**config.mk**
```make
export PLATFORM = sky130hd
export DESIGN_NAME = battery_level_estimator_unit_flat
export DESIGN_NICKNAME = d
export VERILOG_FILES = /design/src/ble_pkg.sv /design/src/ble_in_if.sv /design/src/ble_out_if.sv /design/src/ble_div.sv /design/src/ble_ring.sv /design/src/battery_level_estimator_unit.sv /design/src/flat_wrapper.sv
export SDC_FILE = /design/constraint.sdc
export NUM_CORES = 1
export LEC_CHECK = 0
export BUFFER_PORTS_ARGS = -buffer_cell sky130_fd_sc_hd__buf_2
export CELL_PAD_IN_SITES_DETAIL_PLACEMENT = 1
export CELL_PAD_IN_SITES_GLOBAL_PLACEMENT = 2
export CORE_MARGIN = 3
export CORE_UTILIZATION = 44
export CTS_BUF_LIST = sky130_fd_sc_hd__clkbuf_8
export DETAILED_ROUTE_END_ITERATION = 7
export GPL_TIMING_DRIVEN = 0
export PLACE_DENSITY_LB_ADDON = 0.1
export SYNTH_ARGS = -nofsm -noshare
export SYNTH_HDL_FRONTEND = slang
export SYNTH_SLANG_ARGS = --single-unit
export TNS_END_PERCENT = 100
```
**constraint.sdc**
```tcl
create_clock -name i_clk -period 7.2 [get_ports i_clk]
set_input_delay 1.08 -clock i_clk [delete_from_list [all_inputs] [get_ports i_clk]]
set_output_delay 1.08 -clock i_clk [all_outputs]
set_load 0.005 [all_outputs]
```
**src/ble_pkg.sv**
```systemverilog
`timescale 1ns / 1ps
// ----------------------------------------------------------------------------
// Battery level estimator package
// Shared widths, constants, register indexes and divider control types.
// ----------------------------------------------------------------------------
package ble_pkg;

    localparam int MV_W    = 16;
    localparam int CUR_W   = 16;
    localparam int BAND_W  = 15;
    localparam int LVL_W   = 7;
    localparam int PCT_W   = 23;
    localparam int FRAC_W  = 16;
    localparam int HEAD_W  = PCT_W - FRAC_W;
    localparam int CFG_IDX_W  = 2;
    localparam int CFG_DATA_W = 16;

    localparam int WINDOW_LEN_DEF = 8;

    localparam int PCT_STEPS = PCT_W;
    localparam int AVG_STEPS = HEAD_W;
    localparam int STEP_W    = $clog2(PCT_STEPS + 1);

    localparam logic [PCT_W-1:0] PCT_FULL = PCT_W'(100 * 65536);
    localparam logic [PCT_W-1:0] PCT_MUL  = PCT_W'(100);
    localparam logic [LVL_W-1:0] LVL_MAX  = LVL_W'(100);

    localparam logic [MV_W-1:0]   EMPTY_RST = MV_W'(3300);
    localparam logic [MV_W-1:0]   FULL_RST  = MV_W'(4200);
    localparam logic [BAND_W-1:0] BAND_RST  = BAND_W'(5);

    localparam logic [CFG_IDX_W-1:0] REG_EMPTY = 2'd0;
    localparam logic [CFG_IDX_W-1:0] REG_FULL  = 2'd1;
    localparam logic [CFG_IDX_W-1:0] REG_BAND  = 2'd2;

    typedef struct packed {
        logic              start;
        logic [STEP_W-1:0] steps;
        logic [PCT_W-1:0]  dq_init;
    } t_div_ctl;

    typedef struct packed {
        logic             done;
        logic [PCT_W-1:0] quot;
    } t_div_sts;

endpackage

```
**src/ble_in_if.sv**
```systemverilog
`timescale 1ns / 1ps
// ----------------------------------------------------------------------------
// Battery level estimator input channel
// Valid/ready channel carrying one voltage and current sample or filter reset.
// ----------------------------------------------------------------------------
interface ble_in_if
    import ble_pkg::*;
();
    logic                    valid;
    logic                    ready;
    logic                    kind;
    logic                    voltage_ok;
    logic [MV_W-1:0]         voltage_millivolts;
    logic                    current_ok;
    logic signed [CUR_W-1:0] current_milliamps;

    modport source (
        output valid, kind, voltage_ok, voltage_millivolts, current_ok,
               current_milliamps,
        input  ready
    );
    modport sink (
        input  valid, kind, voltage_ok, voltage_millivolts, current_ok,
               current_milliamps,
        output ready
    );
endinterface

```
**src/ble_out_if.sv**
```systemverilog
`timescale 1ns / 1ps
// ----------------------------------------------------------------------------
// Battery level estimator output channel
// Valid/ready channel carrying the smoothed level and charge direction flags.
// ----------------------------------------------------------------------------
interface ble_out_if
    import ble_pkg::*;
();
    logic             valid;
    logic             ready;
    logic [LVL_W-1:0] level_percent;
    logic             is_charging;
    logic             is_discharging;

    modport source (
        output valid, level_percent, is_charging, is_discharging,
        input  ready
    );
    modport sink (
        input  valid, level_percent, is_charging, is_discharging,
        output ready
    );
endinterface

```
**src/ble_div.sv**
```systemverilog
`timescale 1ns / 1ps
// ----------------------------------------------------------------------------
// Battery level estimator shared divider
// Restoring divider, one quotient bit per cycle, preloaded partial remainder.
// ----------------------------------------------------------------------------
module ble_div
    import ble_pkg::*;
#(
    parameter int DV_W = 20
) (
    input  logic            i_clk,
    input  logic            i_rst_n,
    input  t_div_ctl        i_ctl,
    input  logic [DV_W-1:0] i_rem_init,
    input  logic [DV_W-1:0] i_divisor,
    output t_div_sts        o_sts
);

    logic              r_busy, n_busy;
    logic              r_done, n_done;
    logic [STEP_W-1:0] r_cnt, n_cnt;
    logic [DV_W-1:0]   r_rem, n_rem;
    logic [DV_W-1:0]   r_div, n_div;
    logic [PCT_W-1:0]  r_dq, n_dq;
    logic [DV_W:0]     trial;
    logic [DV_W:0]     diff;

    always_comb begin
        trial  = {r_rem, r_dq[PCT_W-1]};
        diff   = trial - {1'b0, r_div};
        n_busy = r_busy;
        n_done = 1'b0;
        n_cnt  = r_cnt;
        n_rem  = r_rem;
        n_div  = r_div;
        n_dq   = r_dq;
        if (i_ctl.start) begin
            n_busy = 1'b1;
            n_cnt  = i_ctl.steps;
            n_rem  = i_rem_init;
            n_div  = i_divisor;
            n_dq   = i_ctl.dq_init;
        end else if (r_busy) begin
            if (!diff[DV_W]) begin
                n_rem = diff[DV_W-1:0];
                n_dq  = {r_dq[PCT_W-2:0], 1'b1};
            end else begin
                n_rem = trial[DV_W-1:0];
                n_dq  = {r_dq[PCT_W-2:0], 1'b0};
            end
            n_cnt = r_cnt - 1'b1;
            if (r_cnt == STEP_W'(1)) begin
                n_busy = 1'b0;
                n_done = 1'b1;
            end
        end
    end

    always_ff @(posedge i_clk) begin
        if (!i_rst_n) begin
            r_busy <= 1'b0;
            r_done <= 1'b0;
            r_cnt  <= '0;
        end else begin
            r_busy <= n_busy;
            r_done <= n_done;
            r_cnt  <= n_cnt;
        end
        r_rem <= n_rem;
        r_div <= n_div;
        r_dq  <= n_dq;
    end

    assign o_sts.done = r_done;
    assign o_sts.quot = r_dq;

    a_no_restart: assert property (@(posedge i_clk) disable iff (!i_rst_n)
        i_ctl.start |-> !r_busy)
        else $error("divider started while busy");
    a_cnt_live: assert property (@(posedge i_clk) disable iff (!i_rst_n)
        r_busy |-> r_cnt != '0)
        else $error("divider busy with no steps left");
    a_done_idle: assert property (@(posedge i_clk) disable iff (!i_rst_n)
        r_done |-> !r_busy && $past(r_busy))
        else $error("divider done without finishing a run");

endmodule

```
**src/ble_ring.sv**
```systemverilog
`timescale 1ns / 1ps
// ----------------------------------------------------------------------------
// Battery level estimator history ring
// Single write, single registered read memory of level samples.
// ----------------------------------------------------------------------------
module ble_ring
    import ble_pkg::*;
#(
    parameter int DEPTH = WINDOW_LEN_DEF,
    parameter int IDX_W = 3
) (
    input  logic             i_clk,
    input  logic             i_we,
    input  logic [IDX_W-1:0] i_waddr,
    input  logic [PCT_W-1:0] i_wdata,
    input  logic [IDX_W-1:0] i_raddr,
    output logic [PCT_W-1:0] o_rdata
);

    logic [PCT_W-1:0] mem [DEPTH];
    logic [PCT_W-1:0] r_rdata;

    always_ff @(posedge i_clk) begin
        if (i_we) begin
            mem[i_waddr] <= i_wdata;
        end
        r_rdata <= mem[i_raddr];
    end

    assign o_rdata = r_rdata;

endmodule

```
**src/battery_level_estimator_unit.sv**
```systemverilog
`timescale 1ns / 1ps
// ----------------------------------------------------------------------------
// Battery level estimator
// Voltage to state-of-charge mapping with moving average and charge flags.
// ----------------------------------------------------------------------------
// One item is taken at a time. A filter reset or a sample with a failed
// voltage read is finished in the idle state. A sample whose voltage lies
// between the empty and full points uses the shared restoring divider twice:
// 23 steps for the voltage scaling and 7 steps for the rounded average. A
// voltage at or outside the end points skips the first division. The first
// sample after reset or a filter reset fills the whole history ring, one
// entry a cycle, in place of the single update. A finished result waits in
// the output register while the next item is taken.
// ----------------------------------------------------------------------------
module battery_level_estimator_unit
    import ble_pkg::*;
#(
    parameter int WINDOW_LEN = WINDOW_LEN_DEF
) (
    input  logic                  i_clk,
    input  logic                  i_rst_n,
    input  logic                  i_cfg_we,
    input  logic [CFG_IDX_W-1:0]  i_cfg_idx,
    input  logic [CFG_DATA_W-1:0] i_cfg_data,
    ble_in_if.sink                i_in,
    ble_out_if.source             o_out
);

    localparam int IDX_W     = (WINDOW_LEN > 1) ? $clog2(WINDOW_LEN) : 1;
    localparam int TOT_W     = PCT_W + $clog2(WINDOW_LEN);
    localparam int AVG_DIV   = WINDOW_LEN * 65536;
    localparam int AVG_BIAS  = WINDOW_LEN * 32768;
    localparam int AVG_DIV_W = $clog2(AVG_DIV + 1);
    localparam int DV_W      = (AVG_DIV_W > MV_W) ? AVG_DIV_W : MV_W;

    localparam logic [3:0] S_IDLE   = 4'd0;
    localparam logic [3:0] S_MAP    = 4'd1;
    localparam logic [3:0] S_PSTART = 4'd2;
    localparam logic [3:0] S_PWAIT  = 4'd3;
    localparam logic [3:0] S_PUSH   = 4'd4;
    localparam logic [3:0] S_UPD    = 4'd5;
    localparam logic [3:0] S_FILL   = 4'd6;
    localparam logic [3:0] S_ASTART = 4'd7;
    localparam logic [3:0] S_AWAIT  = 4'd8;
    localparam logic [3:0] S_DONE   = 4'd9;

    logic [3:0]        r_state, n_state;
    logic [MV_W-1:0]   r_empty, n_empty;
    logic [MV_W-1:0]   r_full, n_full;
    logic [BAND_W-1:0] r_band, n_band;
    logic [MV_W-1:0]   r_mv, n_mv;
    logic              r_chg, n_chg;
    logic              r_dis, n_dis;
    logic [PCT_W-1:0]  r_prod, n_prod;
    logic [PCT_W-1:0]  r_pct, n_pct;
    logic [TOT_W-1:0]  r_total, n_total;
    logic [IDX_W-1:0]  r_slot, n_slot;
    logic [IDX_W-1:0]  r_fill, n_fill;
    logic              r_primed, n_primed;
    logic              r_out_valid, n_out_valid;
    logic [LVL_W-1:0]  r_out_lvl, n_out_lvl;
    logic              r_out_chg, n_out_chg;
    logic              r_out_dis, n_out_dis;

    logic                    in_xfer;
    logic                    out_xfer;
    logic signed [CUR_W:0]   cur_ext;
    logic signed [CUR_W:0]   band_ext;
    logic signed [CUR_W:0]   band_neg;
    logic [MV_W-1:0]         mv_diff;
    logic [TOT_W-1:0]        avg_num;
    logic [LVL_W-1:0]        avg_q;
    t_div_ctl                div_ctl;
    t_div_sts                div_sts;
    logic [DV_W-1:0]         div_rem;
    logic [DV_W-1:0]         div_den;
    logic                    ring_we;
    logic [IDX_W-1:0]        ring_waddr;
    logic [PCT_W-1:0]        ring_rdata;

    assign in_xfer  = i_in.valid && i_in.ready;
    assign out_xfer = o_out.valid && o_out.ready;

    assign cur_ext  = i_in.current_ok ?
                      {i_in.current_milliamps[CUR_W-1], i_in.current_milliamps} : '0;
    assign band_ext = $signed({2'b00, r_band});
    assign band_neg = -band_ext;
    assign mv_diff  = r_mv - r_empty;
    assign avg_num  = r_total + TOT_W'(AVG_BIAS);
    assign avg_q    = div_sts.quot[LVL_W-1:0];

    // divider request: top bits preload the remainder, low HEAD_W bits shift in
    always_comb begin
        div_ctl.start = (r_state == S_PSTART) || (r_state == S_ASTART);
        if (r_state == S_ASTART) begin
            div_ctl.steps   = STEP_W'(AVG_STEPS);
            div_ctl.dq_init = {avg_num[HEAD_W-1:0], {FRAC_W{1'b0}}};
            div_rem         = DV_W'(avg_num[TOT_W-1:HEAD_W]);
            div_den         = DV_W'(AVG_DIV);
        end else begin
            div_ctl.steps   = STEP_W'(PCT_STEPS);
            div_ctl.dq_init = {r_prod[HEAD_W-1:0], {FRAC_W{1'b0}}};
            div_rem         = DV_W'(r_prod[PCT_W-1:HEAD_W]);
            div_den         = DV_W'(r_full - r_empty);
        end
    end

    ble_div #(
        .DV_W (DV_W)
    ) u_div (
        .i_clk      (i_clk),
        .i_rst_n    (i_rst_n),
        .i_ctl      (div_ctl),
        .i_rem_init (div_rem),
        .i_divisor  (div_den),
        .o_sts      (div_sts)
    );

    assign ring_we    = (r_state == S_FILL) || (r_state == S_UPD);
    assign ring_waddr = (r_state == S_FILL) ? r_fill : r_slot;

    ble_ring #(
        .DEPTH (WINDOW_LEN),
        .IDX_W (IDX_W)
    ) u_ring (
        .i_clk   (i_clk),
        .i_we    (ring_we),
        .i_waddr (ring_waddr),
        .i_wdata (r_pct),
        .i_raddr (r_slot),
        .o_rdata (ring_rdata)
    );

    always_comb begin
        n_state     = r_state;
        n_empty     = r_empty;
        n_full      = r_full;
        n_band      = r_band;
        n_mv        = r_mv;
        n_chg       = r_chg;
        n_dis       = r_dis;
        n_prod      = r_prod;
        n_pct       = r_pct;
        n_total     = r_total;
        n_slot      = r_slot;
        n_fill      = r_fill;
        n_primed    = r_primed;
        n_out_valid = r_out_valid;
        n_out_lvl   = r_out_lvl;
        n_out_chg   = r_out_chg;
        n_out_dis   = r_out_dis;

        if (i_cfg_we) begin
            unique case (i_cfg_idx)
                REG_EMPTY: n_empty = i_cfg_data;
                REG_FULL:  n_full  = i_cfg_data;
                REG_BAND:  n_band  = i_cfg_data[BAND_W-1:0];
                default:   ;
            endcase
        end

        if (out_xfer) begin
            n_out_valid = 1'b0;
        end

        unique case (r_state)
            S_IDLE: begin
                if (in_xfer) begin
                    if (i_in.kind) begin
                        n_total  = '0;
                        n_slot   = '0;
                        n_primed = 1'b0;
                    end else if (i_in.voltage_ok) begin
                        n_mv    = i_in.voltage_millivolts;
                        n_chg   = cur_ext > band_ext;
                        n_dis   = cur_ext < band_neg;
                        n_state = S_MAP;
                    end
                end
            end
            S_MAP: begin
                n_prod = PCT_W'(mv_diff) * PCT_MUL;
                if (r_mv >= r_full) begin
                    n_pct   = PCT_FULL;
                    n_state = S_PUSH;
                end else if (r_mv <= r_empty) begin
                    n_pct   = '0;
                    n_state = S_PUSH;
                end else begin
                    n_state = S_PSTART;
                end
            end
            S_PSTART: n_state = S_PWAIT;
            S_PWAIT: begin
                if (div_sts.done) begin
                    n_pct   = div_sts.quot;
                    n_state = S_PUSH;
                end
            end
            S_PUSH: begin
                if (!r_primed) begin
                    n_fill  = '0;
                    n_total = '0;
                    n_state = S_FILL;
                end else begin
                    n_state = S_UPD;
                end
            end
            S_UPD: begin
                n_total = r_total - TOT_W'(ring_rdata) + TOT_W'(r_pct);
                n_slot  = (r_slot == IDX_W'(WINDOW_LEN - 1)) ? '0 : r_slot + 1'b1;
                n_state = S_ASTART;
            end
            S_FILL: begin
                n_total = r_total + TOT_W'(r_pct);
                n_fill  = r_fill + 1'b1;
                if (r_fill == IDX_W'(WINDOW_LEN - 1)) begin
                    n_primed = 1'b1;
                    n_slot   = '0;
                    n_state  = S_ASTART;
                end
            end
            S_ASTART: n_state = S_AWAIT;
            S_AWAIT: begin
                if (div_sts.done) begin
                    n_state = S_DONE;
                end
            end
            S_DONE: begin
                if (!r_out_valid || o_out.ready) begin
                    n_out_valid = 1'b1;
                    n_out_lvl   = (avg_q > LVL_MAX) ? LVL_MAX : avg_q;
                    n_out_chg   = r_chg;
                    n_out_dis   = r_dis;
                    n_state     = S_IDLE;
                end
            end
            default: n_state = S_IDLE;
        endcase
    end

    always_ff @(posedge i_clk) begin
        if (!i_rst_n) begin
            r_state     <= S_IDLE;
            r_empty     <= EMPTY_RST;
            r_full      <= FULL_RST;
            r_band      <= BAND_RST;
            r_total     <= '0;
            r_slot      <= '0;
            r_primed    <= 1'b0;
            r_out_valid <= 1'b0;
        end else begin
            r_state     <= n_state;
            r_empty     <= n_empty;
            r_full      <= n_full;
            r_band      <= n_band;
            r_total     <= n_total;
            r_slot      <= n_slot;
            r_primed    <= n_primed;
            r_out_valid <= n_out_valid;
        end
        r_mv      <= n_mv;
        r_chg     <= n_chg;
        r_dis     <= n_dis;
        r_prod    <= n_prod;
        r_pct     <= n_pct;
        r_fill    <= n_fill;
        r_out_lvl <= n_out_lvl;
        r_out_chg <= n_out_chg;
        r_out_dis <= n_out_dis;
    end

    assign i_in.ready           = (r_state == S_IDLE);
    assign o_out.valid          = r_out_valid;
    assign o_out.level_percent  = r_out_lvl;
    assign o_out.is_charging    = r_out_chg;
    assign o_out.is_discharging = r_out_dis;

    a_fill_unprimed: assert property (@(posedge i_clk) disable iff (!i_rst_n)
        r_state == S_FILL |-> !r_primed)
        else $error("ring fill while already primed");
    a_upd_primed: assert property (@(posedge i_clk) disable iff (!i_rst_n)
        r_state == S_UPD |-> r_primed)
        else $error("ring update before priming");
    a_lvl_range: assert property (@(posedge i_clk) disable iff (!i_rst_n)
        r_out_valid |-> r_out_lvl <= LVL_MAX)
        else $error("level out of range");
    a_done_hold: assert property (@(posedge i_clk) disable iff (!i_rst_n)
        r_state == S_DONE && r_out_valid && !o_out.ready |=> r_state == S_DONE)
        else $error("result overwritten before transfer");

endmodule

```
**src/flat_wrapper.sv**
```systemverilog
// flat-port wrapper written by rule: the top's interface ports become plain ports
module battery_level_estimator_unit_flat import ble_pkg::*;
#(
    parameter int WINDOW_LEN = WINDOW_LEN_DEF
)
  (i_clk, i_rst_n, i_cfg_we, i_cfg_idx, i_cfg_data, i_in_valid, i_in_kind, i_in_voltage_ok, i_in_voltage_millivolts, i_in_current_ok, i_in_current_milliamps, i_in_ready, o_out_valid, o_out_level_percent, o_out_is_charging, o_out_is_discharging, o_out_ready);
  ble_in_if i_in_i ();
  ble_out_if o_out_i ();
  input  logic i_clk;
  input  logic i_rst_n;
  input  logic i_cfg_we;
  input  logic [CFG_IDX_W-1:0] i_cfg_idx;
  input  logic [CFG_DATA_W-1:0] i_cfg_data;
  input wire logic [$bits(i_in_i.valid)-1:0] i_in_valid;
  input wire logic [$bits(i_in_i.kind)-1:0] i_in_kind;
  input wire logic [$bits(i_in_i.voltage_ok)-1:0] i_in_voltage_ok;
  input wire logic [$bits(i_in_i.voltage_millivolts)-1:0] i_in_voltage_millivolts;
  input wire logic [$bits(i_in_i.current_ok)-1:0] i_in_current_ok;
  input wire logic [$bits(i_in_i.current_milliamps)-1:0] i_in_current_milliamps;
  output wire logic [$bits(i_in_i.ready)-1:0] i_in_ready;
  output wire logic [$bits(o_out_i.valid)-1:0] o_out_valid;
  output wire logic [$bits(o_out_i.level_percent)-1:0] o_out_level_percent;
  output wire logic [$bits(o_out_i.is_charging)-1:0] o_out_is_charging;
  output wire logic [$bits(o_out_i.is_discharging)-1:0] o_out_is_discharging;
  input wire logic [$bits(o_out_i.ready)-1:0] o_out_ready;
  assign i_in_i.valid = i_in_valid;
  assign i_in_i.kind = i_in_kind;
  assign i_in_i.voltage_ok = i_in_voltage_ok;
  assign i_in_i.voltage_millivolts = i_in_voltage_millivolts;
  assign i_in_i.current_ok = i_in_current_ok;
  assign i_in_i.current_milliamps = i_in_current_milliamps;
  assign i_in_ready = i_in_i.ready;
  assign o_out_valid = o_out_i.valid;
  assign o_out_level_percent = o_out_i.level_percent;
  assign o_out_is_charging = o_out_i.is_charging;
  assign o_out_is_discharging = o_out_i.is_discharging;
  assign o_out_i.ready = o_out_ready;
  battery_level_estimator_unit #(.WINDOW_LEN(WINDOW_LEN)) u_core (.i_clk(i_clk), .i_rst_n(i_rst_n), .i_cfg_we(i_cfg_we), .i_cfg_idx(i_cfg_idx), .i_cfg_data(i_cfg_data), .i_in(i_in_i), .o_out(o_out_i));
endmodule
```
Yosys cells after proc, flatten, opt, wreduce, memory -nomap -nowiden
Memory sizes are Yosys's and may differ from the RTL's. A register that Yosys moved wholly into a read port is not among the register bits. Index checks and enable logic that the tools add are counted.

Logic and storage cells: 145. Bits of input ports: 58. Memories kept: 1. Output and inout port bits: 11. Register bits after elaboration: 226. Memory bits (writable): 184.

Memory list: u_core.u_ring.mem (words 8, width 23, rd ports 1, clocked after memory_dff 1, wr ports 1, line ble_ring.sv:20) `logic [PCT_W-1:0] mem [DEPTH];`.

Order comparisons: 5. $mul: 1. $add $sub $neg: 11. Bitwise logic cells: 3. Reduce and logical (&&, ||, !) cells: 26. Multiplexer cells: 51. Eq/ne operators: 24.

Operators by type and width (number): $mux W23 (5); $pmux W26 S4 (1); $mux W26 (3); $mux W20 (3); $add A26 B23 Y26 (2); $pmux W23 S2 (1); $pmux W4 S10 (1); $mux W4 (8); $mux W28 (1); $add A26 B19 Y26 const B (1); $sub A26 B23 Y26 (1); $mul A16 B5 Y21 const B (1); $mux W3 (7); $sub A21 B20 Y21 (1); $mux W19 (1); $gt A17 B16 Y1 (1); $lt A17 B17 Y1 (1); $mux W17 (1); $neg A15 Y17 (1); $sub A16 B16 Y17 (1); $eq A4 B3 Y1 const B (4); $ge A16 B16 Y1 (1); $le A16 B16 Y1 (1); $ne A2 B2 Y1 const B (8); other kinds (33) (65).

Longest topological paths before layout
Gate-level depths: netlist of the first run.

Depth in word-level cells: 4. Gate-level depth with buffers: 26. Mapped depth without buffers: 25.

Modules after synthesis
A second synthesis of the first run with hierarchy kept.

Cell total of the unflattened synthesis: 2291. Area, all modules: 25443.2 µm².

Modules (own cells, without submodules): battery_level_estimator_unit (area each 13773.2 µm², seq. area each 3863.7 µm², cells an instance 1635, times used 1); ble_ring (area each 7566.0 µm², seq. area each 5985.7 µm², cells an instance 301, times used 1); ble_div (area each 4103.9 µm², seq. area each 2031.9 µm², cells an instance 355, times used 1).

Least setup slack after synthesis of the first run
Ideal clock, no wire load.

Path type: register to register. Start: register u_core.r_mv[0]. End: register u_core.r_prod[22], data pin. Buffers on the path: 1. Data arrival time: 4.949 ns. Library setup time: 0.260 ns. Cell stages (with the launch flop): 27. Required time: 6.940 ns. Slack: 1.992 ns. Clock period less this slack: 5.208 ns. Cells stage by stage: edfxtp_1 inv_1 ha_1 inv_1 fa_1 a21o_1 a21oi_2 o21bai_2 a2111oi_2 or2_1 buf_6 nor2_2 nor2_4 xnor2_1 inv_1 ha_1 ha_1 inv_1 fa_1 inv_1 ha_1 o21ai_0 o31ai_1 o41ai_2 o2111ai_1 a21oi_1 xnor2_1.

Word-level cells in the longest chain between the ends: 2.

Ends and longest elaborated chain: from (decl) (line battery_level_estimator_unit.sv:51) `logic [MV_W-1:0] r_mv, n_mv;`; from (signal assigned) (line battery_level_estimator_unit.sv:262) `r_mv <= n_mv;`; $sub A16 B16 Y16 (line battery_level_estimator_unit.sv:88) `assign mv_diff = r_mv - r_empty;`; $mul A16 B5 Y21 (line battery_level_estimator_unit.sv:182) `n_prod = PCT_W'(mv_diff) * PCT_MUL;`; to (signal assigned) (line battery_level_estimator_unit.sv:265) `r_prod <= n_prod;`; to (decl) (line battery_level_estimator_unit.sv:54) `logic [PCT_W-1:0] r_prod, n_prod;`.

No other way between the ends. A chain may end at the register's enable or synchronous reset.

Worst setup path in the final report of the first run
Start: register u_core.r_empty[1]. End: register u_core.r_prod[21], data pin.

Word-level cells in the longest chain between the ends: 2.

Ends and longest elaborated chain: from (decl) (line battery_level_estimator_unit.sv:48) `logic [MV_W-1:0] r_empty, n_empty;`; from (signal assigned) (line battery_level_estimator_unit.sv:254) `r_empty <= n_empty;`; $sub A16 B16 Y16 (line battery_level_estimator_unit.sv:88); $mul A16 B5 Y21 (line battery_level_estimator_unit.sv:182).

No other way between the ends.

==> impl_table.tex, run 1 <==
\begin{tabular}{lr}
\hline
Metric & Value \\
\hline
\multicolumn{2}{l}{\textbf{Routing}} \\
\quad Met2 layer wire length in the routed design & 34900 µm \\
\quad Wire length on met1 & 29200 µm \\
\quad Overall via count from detail\_route & 17500 \\
\quad DR top layer & met4 \\
\quad Final wirelength & 69200 µm \\
\quad Detail-routed via count per cell & 5.46 \\
\quad Routed wire length on met3 & 2150 µm \\
\quad First drt pass iteration count & 6 \\
\quad Detailed-route DRC error count & 0 \\
\quad Mean routed wirelength per cell & 21.6 µm \\
\quad Initial detailed-routing violation count & 670 \\
\quad Number of antenna-violating nets in the routed design & 0 \\
\multicolumn{2}{l}{\textbf{Logic synthesis}} \\
\quad Synth top cells by count & sky130\_fd\_sc\_hd\_\_edfxtp\_1 (319), sky130\_fd\_sc\_hd\_\_inv\_1 (255), sky130\_fd\_sc\_hd\_\_ha\_1 (209) \\
\quad Post-synthesis cell type with the largest combined area & sky130\_fd\_sc\_hd\_\_edfxtp\_1 \\
\quad Most common cell in the synthesized netlist & sky130\_fd\_sc\_hd\_\_edfxtp\_1 \\
\quad Asr flop ratio synth & 0 \\
\quad Top\_reg\_cell synth & sky130\_fd\_sc\_hd\_\_edfxtp\_1 \\
\quad Largest cells by area after synthesis & sky130\_fd\_sc\_hd\_\_edfxtp\_1 (39\%), sky130\_fd\_sc\_hd\_\_ha\_1 (11\%), sky130\_fd\_sc\_hd\_\_dfxtp\_1 (9.1\%) \\
\quad Yosys synthesis warning count & 0 \\
\quad Cell area after synthesis & 24700 µm² \\
\quad Avg Cell Area, Syn & 11.0 µm² \\
\quad Post-synth EDFFs & 319 \\
\quad Synth Instances & 2247 \\
\quad Share of the synthesized area in the top cell type & 0.387 \\
\quad Post-synth net total & 2552 \\
\quad Seq cells post-synth & 431 \\
\quad Fraction of the yosys area taken by sequential cells & 0.478 \\
\quad Number of unique standard cell types used by synthesis & 85 \\
\multicolumn{2}{l}{\textbf{Global routing}} \\
\quad Sum of overflow across all layers after global routing & 0 \\
\quad Via count of the first global-routing pass & 18900 \\
\quad Antenna violations before repair & 2 \\
\quad Pin count of the biggest net entering global routing & 41 \\
\quad Wire length of the first global-routing pass & 109000 µm \\
\quad Overall global routing resource usage & 0.237 \\
\multicolumn{2}{l}{\textbf{Cells and area}} \\
\quad Finished layout cell area & 27700 µm² \\
\quad Final Util & 0.501 \\
\quad Final-stage net count & 2703 \\
\quad P\&R area growth vs syn & 12.0\% \\
\quad Fraction of final layout cells with drive strength greater than 1 & 0.124 \\
\multicolumn{2}{l}{\textbf{STA}} \\
\quad Period Utilization, post-route & 0.849 \\
\quad Final setup violation count & 0 \\
\quad Maximum clock frequency & 0.164 GHz \\
\quad Count of endpoints failing hold in the final timing report & 0 \\
\quad Worst path setup slack after routing & 1090 ps \\
\quad Setup TNS Final & 0 ps \\
\quad Worst hold slack & 422 ps \\
\quad Unrepaired setup endpoints after global routing & false \\
\quad Headroom to the max-slew limit & 0.175 \\
\quad Worst slew pin tran & 1230 ps \\
\quad Count of final max-slew check failures & 0 \\
\quad Fin crit period & 6110 ps \\
\quad Maximum clock skew at final layout & 62.7 ps \\
\multicolumn{2}{l}{\textbf{CTS}} \\
\quad Total clock buffers created by CTS & 76 \\
\quad Hold-fix buffers at CTS & 0 \\
\quad Clock root buffer master & sky130\_fd\_sc\_hd\_\_clkbuf\_8 \\
\quad CTS-repair resized insts & 0 \\
\quad Clk slew on worst S/H paths & 60 ps \\
\quad Number of sinks driven by the clock tree & 431 \\
\quad Post-CTS setup repair buffer count & 0 \\
\quad H-tree lvl count & 3 \\
\quad CTS tree & done \\
\quad Maximum buffer depth of the clock tree & 3 \\
\quad Source-to-sink clock delay at the later pin of the worst-skew pair & 690 ps \\
\multicolumn{2}{l}{\textbf{Floorplan}} \\
\quad Area of the core & 55300 µm² \\
\quad Effective utilization at floorplan & 0.447 \\
\quad Boundary Pins & 69 \\
\quad Die footprint & 59100 µm² \\
\quad Number of cell rows & 86 \\
\quad Die Wd & 243 µm \\
\quad DIE HEIGHT & 243 µm \\
\multicolumn{2}{l}{\textbf{Placement}} \\
\quad Half-perimeter wire length after detailed placement & 53100 µm \\
\quad Port Buf Inserts & 68 \\
\quad Global placer's final weighted congestion & 0.876 \\
\quad Placed instance area & 26200 µm² \\
\quad Post-Place Worst Slack & 1100 ps \\
\multicolumn{2}{l}{\textbf{Power and ir drop}} \\
\quad Worst IR drop on VDD & 136 µV \\
\quad Power density normalized to cell area & 234 nW/µm² \\
\quad Leakage dissipation & 11.1 nW \\
\multicolumn{2}{l}{\textbf{Hold path}} \\
\quad End point of the worst hold path & u\_core.o\_out.is\_charging \\
\quad Hold\_sp & u\_core.r\_chg \\
\quad Number of instances on the worst hold path & 0 \\
\quad Worst hold-check path type & reg -> reg \\
\multicolumn{2}{l}{\textbf{Setup path}} \\
\quad Element type at the critical path start & register \\
\quad Data required time at the worst endpoint & 7580 ps \\
\quad Setup Crit Path Kind & reg -> reg \\
\quad Endpoint class of the critical path & register \\
\quad R2r worst-path depth & 24 \\
\quad Critical R2R Capture & u\_core.r\_prod[21] \\
\quad Worst R2R Start & u\_core.r\_empty[1] \\
\quad Crit path max fanout & 5 \\
\quad Worst Path Arrival & 6490 ps \\
\quad Worst reg2reg setup slack & 1090 ps \\
\multicolumn{2}{l}{\textbf{Run}} \\
\quad Max-cap viol count & 0 \\
\multicolumn{2}{l}{\textbf{Status}} \\
\quad Run status & complete, no violations \\
\hline
\end{tabular}
## state kept, by name (all words and copies together) (netlist names), 3 cells and up
signal / count
u_core.o_out.level_percent: 7
u_core.r_band: 15
u_core.r_empty: 16
u_core.r_fill: 3
u_core.r_full: 16
u_core.r_mv: 16
u_core.r_pct: 23
u_core.r_prod: 21
u_core.r_slot: 3
u_core.r_state: 4
u_core.r_total: 26
u_core.u_div.r_cnt: 5
u_core.u_div.r_div: 18
u_core.u_div.r_dq: 23
u_core.u_div.r_rem: 20
u_core.u_ring.mem: 184
u_core.u_ring.o_rdata: 23
## worst max-delay path by stage
stage                     depth (start not counted)           endpoint               from  slack (ps)
after floorplan                                  26  u_core.r_prod[22]     u_core.r_mv[0]        1990
after global placement                           24  u_core.r_prod[21]  u_core.r_empty[1]        1210
after detailed placement                         24  u_core.r_prod[21]  u_core.r_empty[1]        1100
after CTS                                        24  u_core.r_prod[21]  u_core.r_empty[1]        1020
after global routing                             24  u_core.r_prod[21]  u_core.r_empty[1]         550
final                                            24  u_core.r_prod[21]  u_core.r_empty[1]        1090
## cell usage in the layout (no fill, tap or decap), types with 46 or more instances in the layout
cell                       instances
sky130_fd_sc_hd__edfxtp_1        319
sky130_fd_sc_hd__inv_1           274
sky130_fd_sc_hd__ha_1            209
sky130_fd_sc_hd__nand2_1         171
sky130_fd_sc_hd__a21oi_1         134
sky130_fd_sc_hd__nor2_1          123
sky130_fd_sc_hd__dfxtp_1         112
sky130_fd_sc_hd__o21ai_0          83
sky130_fd_sc_hd__clkbuf_8         80
sky130_fd_sc_hd__xnor2_1          75
sky130_fd_sc_hd__buf_2            71
sky130_fd_sc_hd__clkbuf_1         66
sky130_fd_sc_hd__and3_1           51
sky130_fd_sc_hd__nor3_1           49
sky130_fd_sc_hd__mux4_2           46
## routing by layer
metal  up-vias  track usage
li1       8404            -
met1      8673        0.283
met2       321        0.428
met3       124       0.0361
met4         0       0.0949
met5         -            0
## cells by family after synthesis
family,after synthesis,share of synthesized area
simple gates,583,0.115
compound gates,454,0.120
buf+inv,335,0.0518
flops,431,0.478
mux,85,0.0594
xor+xnor,112,0.0397
fa+ha+maj,247,0.137
## through the flow
| stage | std cells | power, W |
|---|---|---|
| after global placement | 3063 | 0.00413 |
| after floorplan | 2247 | 0.00382 |
| after detailed placement | 3068 | 0.00417 |
| final | 3207 | 0.00647 |
| after global routing | 3207 | 0.00681 |
| after CTS | 3205 | 0.00655 |
## layout make-up
| type | count | area [µm²] |
|---|---|---|
| clock inverters | 57 | 452 |
| repair buffers | 73 | 418 |
| well taps | 748 | 936 |
| diodes | 2 | 5.00 |
| multi-input cells | 1481 | 11700 |
| fillers | 6083 | 27600 |
| inverters | 256 | 961 |
| clock buffers | 80 | 1100 |
| plain buffers | 79 | 319 |
| flip-flops and latches | 431 | 11800 |
## worst max-delay path: stages (launching register included)
cell and delay (ps):
sky130_fd_sc_hd__dfxtp_1 440, sky130_fd_sc_hd__inv_1 140, sky130_fd_sc_hd__ha_1 310, sky130_fd_sc_hd__nor2b_1 130
sky130_fd_sc_hd__o21ai_0 220, sky130_fd_sc_hd__a21boi_0 180, sky130_fd_sc_hd__o21ai_0 190, sky130_fd_sc_hd__nand2b_1 150
sky130_fd_sc_hd__a221oi_4 400, sky130_fd_sc_hd__o21a_1 190, sky130_fd_sc_hd__o21bai_1 80, sky130_fd_sc_hd__xnor2_1 400
sky130_fd_sc_hd__inv_1 90, sky130_fd_sc_hd__ha_1 310, sky130_fd_sc_hd__ha_1 280, sky130_fd_sc_hd__inv_1 50
sky130_fd_sc_hd__fa_1 500, sky130_fd_sc_hd__inv_1 50, sky130_fd_sc_hd__ha_1 350, sky130_fd_sc_hd__and3_1 170
sky130_fd_sc_hd__a211o_1 320, sky130_fd_sc_hd__o41ai_2 390, sky130_fd_sc_hd__o2111ai_1 190, sky130_fd_sc_hd__a21oi_1 200
sky130_fd_sc_hd__xnor2_1 100
## power by group
part | switching [W] | internal [W]
registers | 0.0000786 | 0.00280
clock network | 0.00112 | 0.00124
logic | 0.000713 | 0.000524
No activity file was read; power rests on OpenSTA's default activity.
==> inputs of run 2 (changes only) <==
--- a/config.mk
+++ b/config.mk
@@ -9,7 +9,7 @@
 export CELL_PAD_IN_SITES_DETAIL_PLACEMENT = 1
 export CELL_PAD_IN_SITES_GLOBAL_PLACEMENT = 2
 export CORE_MARGIN = 3
-export CORE_UTILIZATION = 44
+export CORE_UTILIZATION = 40
 export CTS_BUF_LIST = sky130_fd_sc_hd__clkbuf_8
 export DETAILED_ROUTE_END_ITERATION = 7
 export GPL_TIMING_DRIVEN = 0
==> constraint.sdc (replaced) <==
create_clock -name i_clk -period 5.5 [get_ports i_clk]
set_input_delay 0.825 -clock i_clk [delete_from_list [all_inputs] [get_ports i_clk]]
set_output_delay 0.825 -clock i_clk [all_outputs]
set_load 0.005 [all_outputs]
==> impl_table.tex, run 2 (synthesis results as in run 1) <==
\begin{tabular}{lr}
\hline
Metric & Value \\
\hline
\multicolumn{2}{l}{\textbf{Cells and area}} \\
\quad Most flop-heavy register & u\_core.u\_ring.mem (unchanged) \\
\quad Biggest regs & u\_core.u\_ring.mem (184), u\_core.r\_total (26) (unchanged) \\
\quad Most common cell after layout, fill and taps aside & sky130\_fd\_sc\_hd\_\_edfxtp\_1 (unchanged) \\
\quad Fraction of final layout cells with drive strength greater than 1 & 0.143 (was 0.124) \\
\quad Final-stage net count & 2724 (was 2703) \\
\quad Top library cells by usage in the layout, fill and taps aside & sky130\_fd\_sc\_hd\_\_edfxtp\_1 (319), sky130\_fd\_sc\_hd\_\_inv\_1 (271), sky130\_fd\_sc\_hd\_\_ha\_1 (200), sky130\_fd\_sc\_hd\_\_nand2\_1 (171), sky130\_fd\_sc\_hd\_\_a21oi\_1 (130) (was sky130\_fd\_sc\_hd\_\_edfxtp\_1 (319), sky130\_fd\_sc\_hd\_\_inv\_1 (274), sky130\_fd\_sc\_hd\_\_ha\_1 (209), sky130\_fd\_sc\_hd\_\_nand2\_1 (171), sky130\_fd\_sc\_hd\_\_a21oi\_1 (134)) \\
\quad P\&R area growth vs syn & 14.2\% (was 12.0\%) \\
\quad Finished layout cell area & 28300 µm² (was 27700 µm²) \\
\quad Max reg flops & 184 (unchanged) \\
\multicolumn{2}{l}{\textbf{STA}} \\
\quad Maximum clock skew at final layout & 40.3 ps (was 62.7 ps) \\
\quad Fin crit period & 5270 ps (was 6110 ps) \\
\quad Final setup violation count & 0 (unchanged) \\
\quad Worst slew pin tran & 1290 ps (was 1230 ps) \\
\quad Count of endpoints failing hold in the final timing report & 0 (unchanged) \\
\quad Count of final max-slew check failures & 0 (unchanged) \\
\quad Maximum clock frequency & 0.190 GHz (was 0.164 GHz) \\
\quad Period Utilization, post-route & 0.959 (was 0.849) \\
\quad Unrepaired setup endpoints after global routing & true (was false) \\
\quad Headroom to the max-slew limit & 0.134 (was 0.175) \\
\multicolumn{2}{l}{\textbf{Setup path}} \\
\quad Delay of the slowest cell on the worst path & 500 ps (about the same) \\
\quad Element type at the critical path start & register (unchanged) \\
\quad Setup Crit Path Kind & reg -> reg (unchanged) \\
\quad Launching element of the worst setup path & u\_core.r\_mv[0] (was u\_core.r\_empty[1]) \\
\quad Data required time at the worst endpoint & 5890 ps (was 7580 ps) \\
\quad Worst path cell trace & inv\_2, ha\_4, inv\_2, fa\_2, a21o\_1, a21oi\_2, o21bai\_2, a2111oi\_4, or2\_1, buf\_6, xnor2\_2, ha\_1, ha\_1, inv\_1, fa\_1, inv\_1, ha\_4, and3\_1, a211o\_1, o41ai\_4, o2111ai\_1, a21oi\_1, xnor2\_1 (was inv\_1, ha\_1, nor2b\_1, o21ai\_0, a21boi\_0, o21ai\_0, nand2b\_1, a221oi\_4, o21a\_1, o21bai\_1, xnor2\_1, inv\_1, ha\_1, ha\_1, inv\_1, fa\_1, inv\_1, ha\_1, and3\_1, a211o\_1, o41ai\_2, o2111ai\_1, a21oi\_1, xnor2\_1) \\
\quad Endpoint class of the critical path & register (unchanged) \\
\quad Worst Path Arrival & 5670 ps (was 6490 ps) \\
\quad Crit path max fanout & 5 (unchanged) \\
\quad Slowest library cell on the worst path & sky130\_fd\_sc\_hd\_\_fa\_1 (unchanged) \\
\quad Worst R2R Start & u\_core.r\_mv[0] (was u\_core.r\_empty[1]) \\
\multicolumn{2}{l}{\textbf{Status}} \\
\quad Run status & complete, no violations (unchanged) \\
\multicolumn{2}{l}{\textbf{Floorplan}} \\
\quad Die footprint & 64800 µm² (was 59100 µm²) \\
\quad Number of cell rows & 90 (was 86) \\
\quad Boundary Pins & 69 (unchanged) \\
\quad Effective utilization at floorplan & 0.407 (was 0.447) \\
\quad Area of the core & 60800 µm² (was 55300 µm²) \\
\quad Die Wd & 255 µm (was 243 µm) \\
\quad DIE HEIGHT & 255 µm (was 243 µm) \\
\multicolumn{2}{l}{\textbf{CTS}} \\
\quad Total clock buffers created by CTS & 78 (was 76) \\
\quad Clock root buffer master & sky130\_fd\_sc\_hd\_\_clkbuf\_8 (unchanged) \\
\quad Number of sinks driven by the clock tree & 431 (unchanged) \\
\quad CTS tree & done (unchanged) \\
\quad H-tree lvl count & 3 (unchanged) \\
\quad Clk slew on worst S/H paths & 60 ps (about the same) \\
\quad Maximum buffer depth of the clock tree & 3 (unchanged) \\
\quad Source-to-sink clock delay at the later pin of the worst-skew pair & 680 ps (was 690 ps) \\
\multicolumn{2}{l}{\textbf{Power and ir drop}} \\
\quad Overall power consumption & 0.00883 W (was 0.00647 W) \\
\quad Worst IR drop on VDD & 162 µV (was 136 µV) \\
\quad Power density normalized to cell area & 313 nW/µm² (was 234 nW/µm²) \\
\quad Leakage dissipation & 11.3 nW (was 11.1 nW) \\
\multicolumn{2}{l}{\textbf{Routing}} \\
\quad First drt pass iteration count & 5 (was 6) \\
\quad Detail-routed via count per cell & 5.36 (was 5.46) \\
\quad Final wirelength & 71700 µm (was 69200 µm) \\
\quad Overall via count from detail\_route & 17500 (about the same) \\
\quad Initial detailed-routing violation count & 727 (was 670) \\
\quad Number of antenna-violating nets in the routed design & 0 (unchanged) \\
\quad Mean routed wirelength per cell & 22.0 µm (was 21.6 µm) \\
\quad Detailed-route DRC error count & 0 (unchanged) \\
\multicolumn{2}{l}{\textbf{Hold path}} \\
\quad Worst hold-check path type & in -> reg (was reg -> reg) \\
\quad Hold\_sp & i\_in\_voltage\_millivolts[11] (was u\_core.r\_chg) \\
\multicolumn{2}{l}{\textbf{Global routing}} \\
\quad Via count of the first global-routing pass & 19000 (was 18900) \\
\quad Overall global routing resource usage & 0.225 (was 0.237) \\
\quad Pin count of the biggest net entering global routing & 31 (was 41) \\
\quad Wire length of the first global-routing pass & 111000 µm (was 109000 µm) \\
\quad Sum of overflow across all layers after global routing & 0 (unchanged) \\
\quad Antenna violations before repair & 1 (was 2) \\
\multicolumn{2}{l}{\textbf{Placement}} \\
\quad Placed instance area & 26300 µm² (was 26200 µm²) \\
\quad Port Buf Inserts & 68 (unchanged) \\
\quad Half-perimeter wire length after detailed placement & 55000 µm (was 53100 µm) \\
\quad Global placer's final weighted congestion & 0.907 (was 0.876) \\
\multicolumn{2}{l}{\textbf{Run}} \\
\quad Max-cap viol count & 0 (unchanged) \\
\hline
\end{tabular}
-- run 2: critical path: cells and delay by family, from the launching register on --
kind	cells	cell delay (ps)
AND/OR/NAND/NOR	2	350
flip-flops	1	380
AO/OA/AOI/OAI	8	1870
adder cells (fa/ha/maj)	6	1770
XOR/XNOR	2	220
buffers and inverters	5	380
-- run 2: final timing paths --
kind	cells past startpoint	slack (ps)	endpoint
setup / recovery	23	230	u_core.r_prod[21]
setup reg to reg	23	230	u_core.r_prod[21]
hold / removal	1	340	u_core.r_mv[11]
hold reg to reg	0	430	u_core.o_out.is_discharging
-- run 2: layout make-up --
class | count | area, µm²
fill | 6611 | 32600
multi-input combinational | 1481 | 12000
buffer | 79 | 319
timing repair buffer | 92 | 614
inverter | 256 | 961
sequential | 431 | 11800
antenna | 1 | 2.50
tap | 782 | 978
clock buffer | 84 | 1160
clock inverter | 56 | 437
-- run 2: per-stage QoR --
| step | hold slack (ps) | setup TNS (ps) | std cells | util | setup slack (ps) |
|---|---|---|---|---|---|
| floorplan | 400 | 0 | 2247 | - | 292 |
| global route | 277 | -257 | 3262 | 0.465 | -82.0 |
| detailed placement | 415 | -1870 | 3104 | 0.432 | -507 |
| CTS | 274 | 0 | 3250 | 0.460 | 27.2 |
| finish | 341 | 0 | 3262 | 0.465 | 225 |
| global placement | 405 | -9430 | 3097 | 0.428 | -474 |
-- run 2: what timing repair did --
| item | CTS | global route |
|---|---|---|
| hold buffers | 0 | 0 |
| setup endpoints to repair | 7 | 5 |
| pin swaps | 7 | 38 |
| gates resized for setup | 14 | 39 |
| hold endpoints to repair | 0 | 0 |
| setup buffers | 6 | 12 |
| gates cloned | 0 | 0 |
-- run 2: report_power, final --
group / switching, W / total, W / internal (W)
sequential: 0.000101 / 0.00377 / 0.00367
combinational: 0.00106 / 0.00192 / 0.000852
clock: 0.00143 / 0.00315 / 0.00171
total: 0.00260 / 0.00883 / 0.00623
-- run 2: per-layer routing --
layer  GRT usage  vias up  wire [µm]
met5           0        -          0
met4      0.0886        0       2780
met3      0.0315      125       1740
met2       0.404      244      36200
met1       0.273     8674      31000
li1            -     8454          -
==> inputs of run 3 (changes only) <==
--- a/config.mk
+++ b/config.mk
@@ -8,6 +8,7 @@
 export BUFFER_PORTS_ARGS = -buffer_cell sky130_fd_sc_hd__buf_2
 export CELL_PAD_IN_SITES_DETAIL_PLACEMENT = 1
 export CELL_PAD_IN_SITES_GLOBAL_PLACEMENT = 2
+export CORE_ASPECT_RATIO = 0.9
 export CORE_MARGIN = 3
 export CORE_UTILIZATION = 40
 export CTS_BUF_LIST = sky130_fd_sc_hd__clkbuf_8
==> impl_table.tex, run 3 (synthesis results as in run 1) <==
\begin{tabular}{lr}
\hline
Metric & Value \\
\hline
\multicolumn{2}{l}{\textbf{Routing}} \\
\quad Detailed-route DRC error count & 0 (unchanged) \\
\quad Initial detailed-routing violation count & 1148 (was 727) \\
\quad Mean routed wirelength per cell & 22.6 µm (was 22.0 µm) \\
\quad Final wirelength & 73900 µm (was 71700 µm) \\
\quad Overall via count from detail\_route & 17900 (was 17500) \\
\quad First drt pass iteration count & 8 (was 5) \\
\quad Number of antenna-violating nets in the routed design & 0 (unchanged) \\
\quad Detail-routed via count per cell & 5.46 (was 5.36) \\
\multicolumn{2}{l}{\textbf{Cells and area}} \\
\quad Top library cells by usage in the layout, fill and taps aside & sky130\_fd\_sc\_hd\_\_edfxtp\_1 (319), sky130\_fd\_sc\_hd\_\_inv\_1 (277), sky130\_fd\_sc\_hd\_\_ha\_1 (200), sky130\_fd\_sc\_hd\_\_nand2\_1 (171), sky130\_fd\_sc\_hd\_\_a21oi\_1 (129) (was sky130\_fd\_sc\_hd\_\_edfxtp\_1 (319), sky130\_fd\_sc\_hd\_\_inv\_1 (271), sky130\_fd\_sc\_hd\_\_ha\_1 (200), sky130\_fd\_sc\_hd\_\_nand2\_1 (171), sky130\_fd\_sc\_hd\_\_a21oi\_1 (130)) \\
\quad Most flop-heavy register & u\_core.u\_ring.mem (unchanged) \\
\quad Max reg flops & 184 (unchanged) \\
\quad P\&R area growth vs syn & 14.6\% (was 14.2\%) \\
\quad Fraction of final layout cells with drive strength greater than 1 & 0.152 (was 0.143) \\
\quad Final-stage net count & 2732 (was 2724) \\
\quad Final cell count without fillers & 3277 (was 3262) \\
\quad Most common cell after layout, fill and taps aside & sky130\_fd\_sc\_hd\_\_edfxtp\_1 (unchanged) \\
\quad Biggest regs & u\_core.u\_ring.mem (184), u\_core.r\_total (26) (unchanged) \\
\multicolumn{2}{l}{\textbf{Placement}} \\
\quad Cells after DPL & 3102 (was 3104) \\
\quad Post-Place Worst Slack & -825 ps (was -507 ps) \\
\quad Port Buf Inserts & 68 (unchanged) \\
\quad Global placer's final weighted congestion & 0.874 (was 0.907) \\
\quad Half-perimeter wire length after detailed placement & 56200 µm (was 55000 µm) \\
\multicolumn{2}{l}{\textbf{Setup path}} \\
\quad Endpoint class of the critical path & register (unchanged) \\
\quad Delay of the slowest cell on the worst path & 500 ps (about the same) \\
\quad Worst Path Arrival & 5710 ps (was 5670 ps) \\
\quad Worst reg2reg setup slack & 170 ps (was 230 ps) \\
\quad Most repeated library cell on the critical path & sky130\_fd\_sc\_hd\_\_inv\_2 \\
\quad Slowest library cell on the worst path & sky130\_fd\_sc\_hd\_\_fa\_1 (unchanged) \\
\quad Data required time at the worst endpoint & 5880 ps (was 5890 ps) \\
\quad Setup Crit Path Kind & reg -> reg (unchanged) \\
\quad R2r worst-path depth & 27 (was 23) \\
\quad Element type at the critical path start & register (unchanged) \\
\quad Crit path max fanout & 5 (unchanged) \\
\multicolumn{2}{l}{\textbf{STA}} \\
\quad Setup TNS Final & 0 ps (unchanged) \\
\quad Count of final max-slew check failures & 0 (unchanged) \\
\quad Count of endpoints failing hold in the final timing report & 0 (unchanged) \\
\quad Period Utilization, post-route & 0.968 (was 0.959) \\
\quad Maximum clock frequency & 0.188 GHz (was 0.190 GHz) \\
\quad Maximum clock skew at final layout & 25.2 ps (was 40.3 ps) \\
\quad Final setup violation count & 0 (unchanged) \\
\quad Unrepaired setup endpoints after global routing & true (unchanged) \\
\quad Worst hold slack & 335 ps (was 341 ps) \\
\quad Worst path setup slack after routing & 174 ps (was 225 ps) \\
\quad Headroom to the max-slew limit & 0.142 (was 0.134) \\
\quad Fin crit period & 5330 ps (was 5270 ps) \\
\quad Worst slew pin tran & 1280 ps (was 1290 ps) \\
\multicolumn{2}{l}{\textbf{Floorplan}} \\
\quad Effective utilization at floorplan & 0.409 (was 0.407) \\
\quad Die footprint & 64800 µm² (about the same) \\
\quad Area of the core & 60500 µm² (was 60800 µm²) \\
\quad DIE HEIGHT & 242 µm (was 255 µm) \\
\quad Boundary Pins & 69 (unchanged) \\
\quad Die Wd & 268 µm (was 255 µm) \\
\quad Number of cell rows & 85 (was 90) \\
\multicolumn{2}{l}{\textbf{CTS}} \\
\quad Clock root buffer master & sky130\_fd\_sc\_hd\_\_clkbuf\_8 (unchanged) \\
\quad CTS tree & done (unchanged) \\
\quad Clk slew on worst S/H paths & 60 ps (about the same) \\
\quad Total clock buffers created by CTS & 77 (was 78) \\
\quad Source-to-sink clock delay at the later pin of the worst-skew pair & 660 ps (was 680 ps) \\
\quad Number of sinks driven by the clock tree & 431 (unchanged) \\
\quad Maximum buffer depth of the clock tree & 3 (unchanged) \\
\quad Hold-fix buffers at CTS & 0 (unchanged) \\
\quad H-tree lvl count & 3 (unchanged) \\
\multicolumn{2}{l}{\textbf{Global routing}} \\
\quad Pin count of the biggest net entering global routing & 28 (was 31) \\
\quad Sum of overflow across all layers after global routing & 0 (unchanged) \\
\quad Antenna violations before repair & 3 (was 1) \\
\quad Overall global routing resource usage & 0.230 (was 0.225) \\
\quad Wire length of the first global-routing pass & 113000 µm (was 111000 µm) \\
\quad Via count of the first global-routing pass & 18700 (was 19000) \\
\multicolumn{2}{l}{\textbf{Hold path}} \\
\quad Worst hold-check path type & in -> reg (unchanged) \\
\quad Number of instances on the worst hold path & 1 (unchanged) \\
\multicolumn{2}{l}{\textbf{Power and ir drop}} \\
\quad Leakage dissipation & 11.4 nW (was 11.3 nW) \\
\quad Power density normalized to cell area & 315 nW/µm² (was 313 nW/µm²) \\
\quad Worst IR drop on VDD & 226 µV (was 162 µV) \\
\multicolumn{2}{l}{\textbf{Status}} \\
\quad Run status & complete, no violations (unchanged) \\
\multicolumn{2}{l}{\textbf{Run}} \\
\quad Max-cap viol count & 0 (unchanged) \\
\hline
\end{tabular}
## run 3: changes by cell type in the layout (fill, tap and decap cells not counted), sizes merged
cell      previous run  this run
diode                1         2
clkinvlp             1         3
bufinv               6         5
clkbuf             150       148
buf                105       114
inv                285       290
## run 3: critical path: cells and delay by family, from the launching register on
kind | cells | cell delay [ps]
AOI/OAI and AO/OA | 8 | 1450
xor gates and xnor gates | 2 | 330
adders and majority gates | 6 | 1790
buffers and inverters | 7 | 620
DFF | 1 | 380
and+or+nand+nor | 4 | 490
## run 3: timing repair
action,CTS,global route
setup buffers,11,18
resized for setup,29,39
pin swaps,15,41
endpoints found under the hold margin,0,0
setup endpoints to repair,7,6
## run 3: metrics by stage
| stage | total power (W) | utilization | cell area, µm² |
|---|---|---|---|
| after floorplan | 0.00500 | - | 24700 |
| after global placement | 0.00545 | 0.430 | 26000 |
| after detailed placement | 0.00551 | 0.433 | 26200 |
| after CTS | 0.00878 | 0.463 | 28000 |
| after global routing | 0.00942 | 0.468 | 28300 |
| final | 0.00894 | 0.468 | 28300 |
## run 3: where the power goes
group / leakage (nW) / switching, W / internal [W] / total [W]
clock: 0.906 / 0.00141 / 0.00163 / 0.00305
sequential: 3.80 / 0.0000895 / 0.00366 / 0.00375
combinational: 6.68 / 0.00120 / 0.000940 / 0.00214
total: 11.4 / 0.00270 / 0.00624 / 0.00894
## run 3: final timing paths
kind | from | end
hold reg to reg | u_core.r_chg | u_core.o_out.is_charging
hold / removal | i_in_voltage_millivolts[4] | u_core.r_mv[4]
setup reg to reg | u_core.r_mv[0] | u_core.r_prod[20]
setup / recovery | u_core.r_mv[0] | u_core.r_prod[20]
## run 3: metal layers
metal	share of wire	vias to the layer above	global-route usage
li1	-	8450	-
met1	0.49	8971	0.345
met2	0.44	377	0.341
met3	0.057	80	0.0512
met4	0.015	0	0.0468
met5	0	-	0
## run 3: final cells by class
class                      count  area, µm²
multi-input combinational   1481      12100
inverter                     256        961
tap                          783        980
fill                        6548      32200
clock inverter                62        418
sequential                   431      11800
antenna                        2       5.00
clock buffer                  82       1130
buffer                        79        319
timing repair buffer         101        631
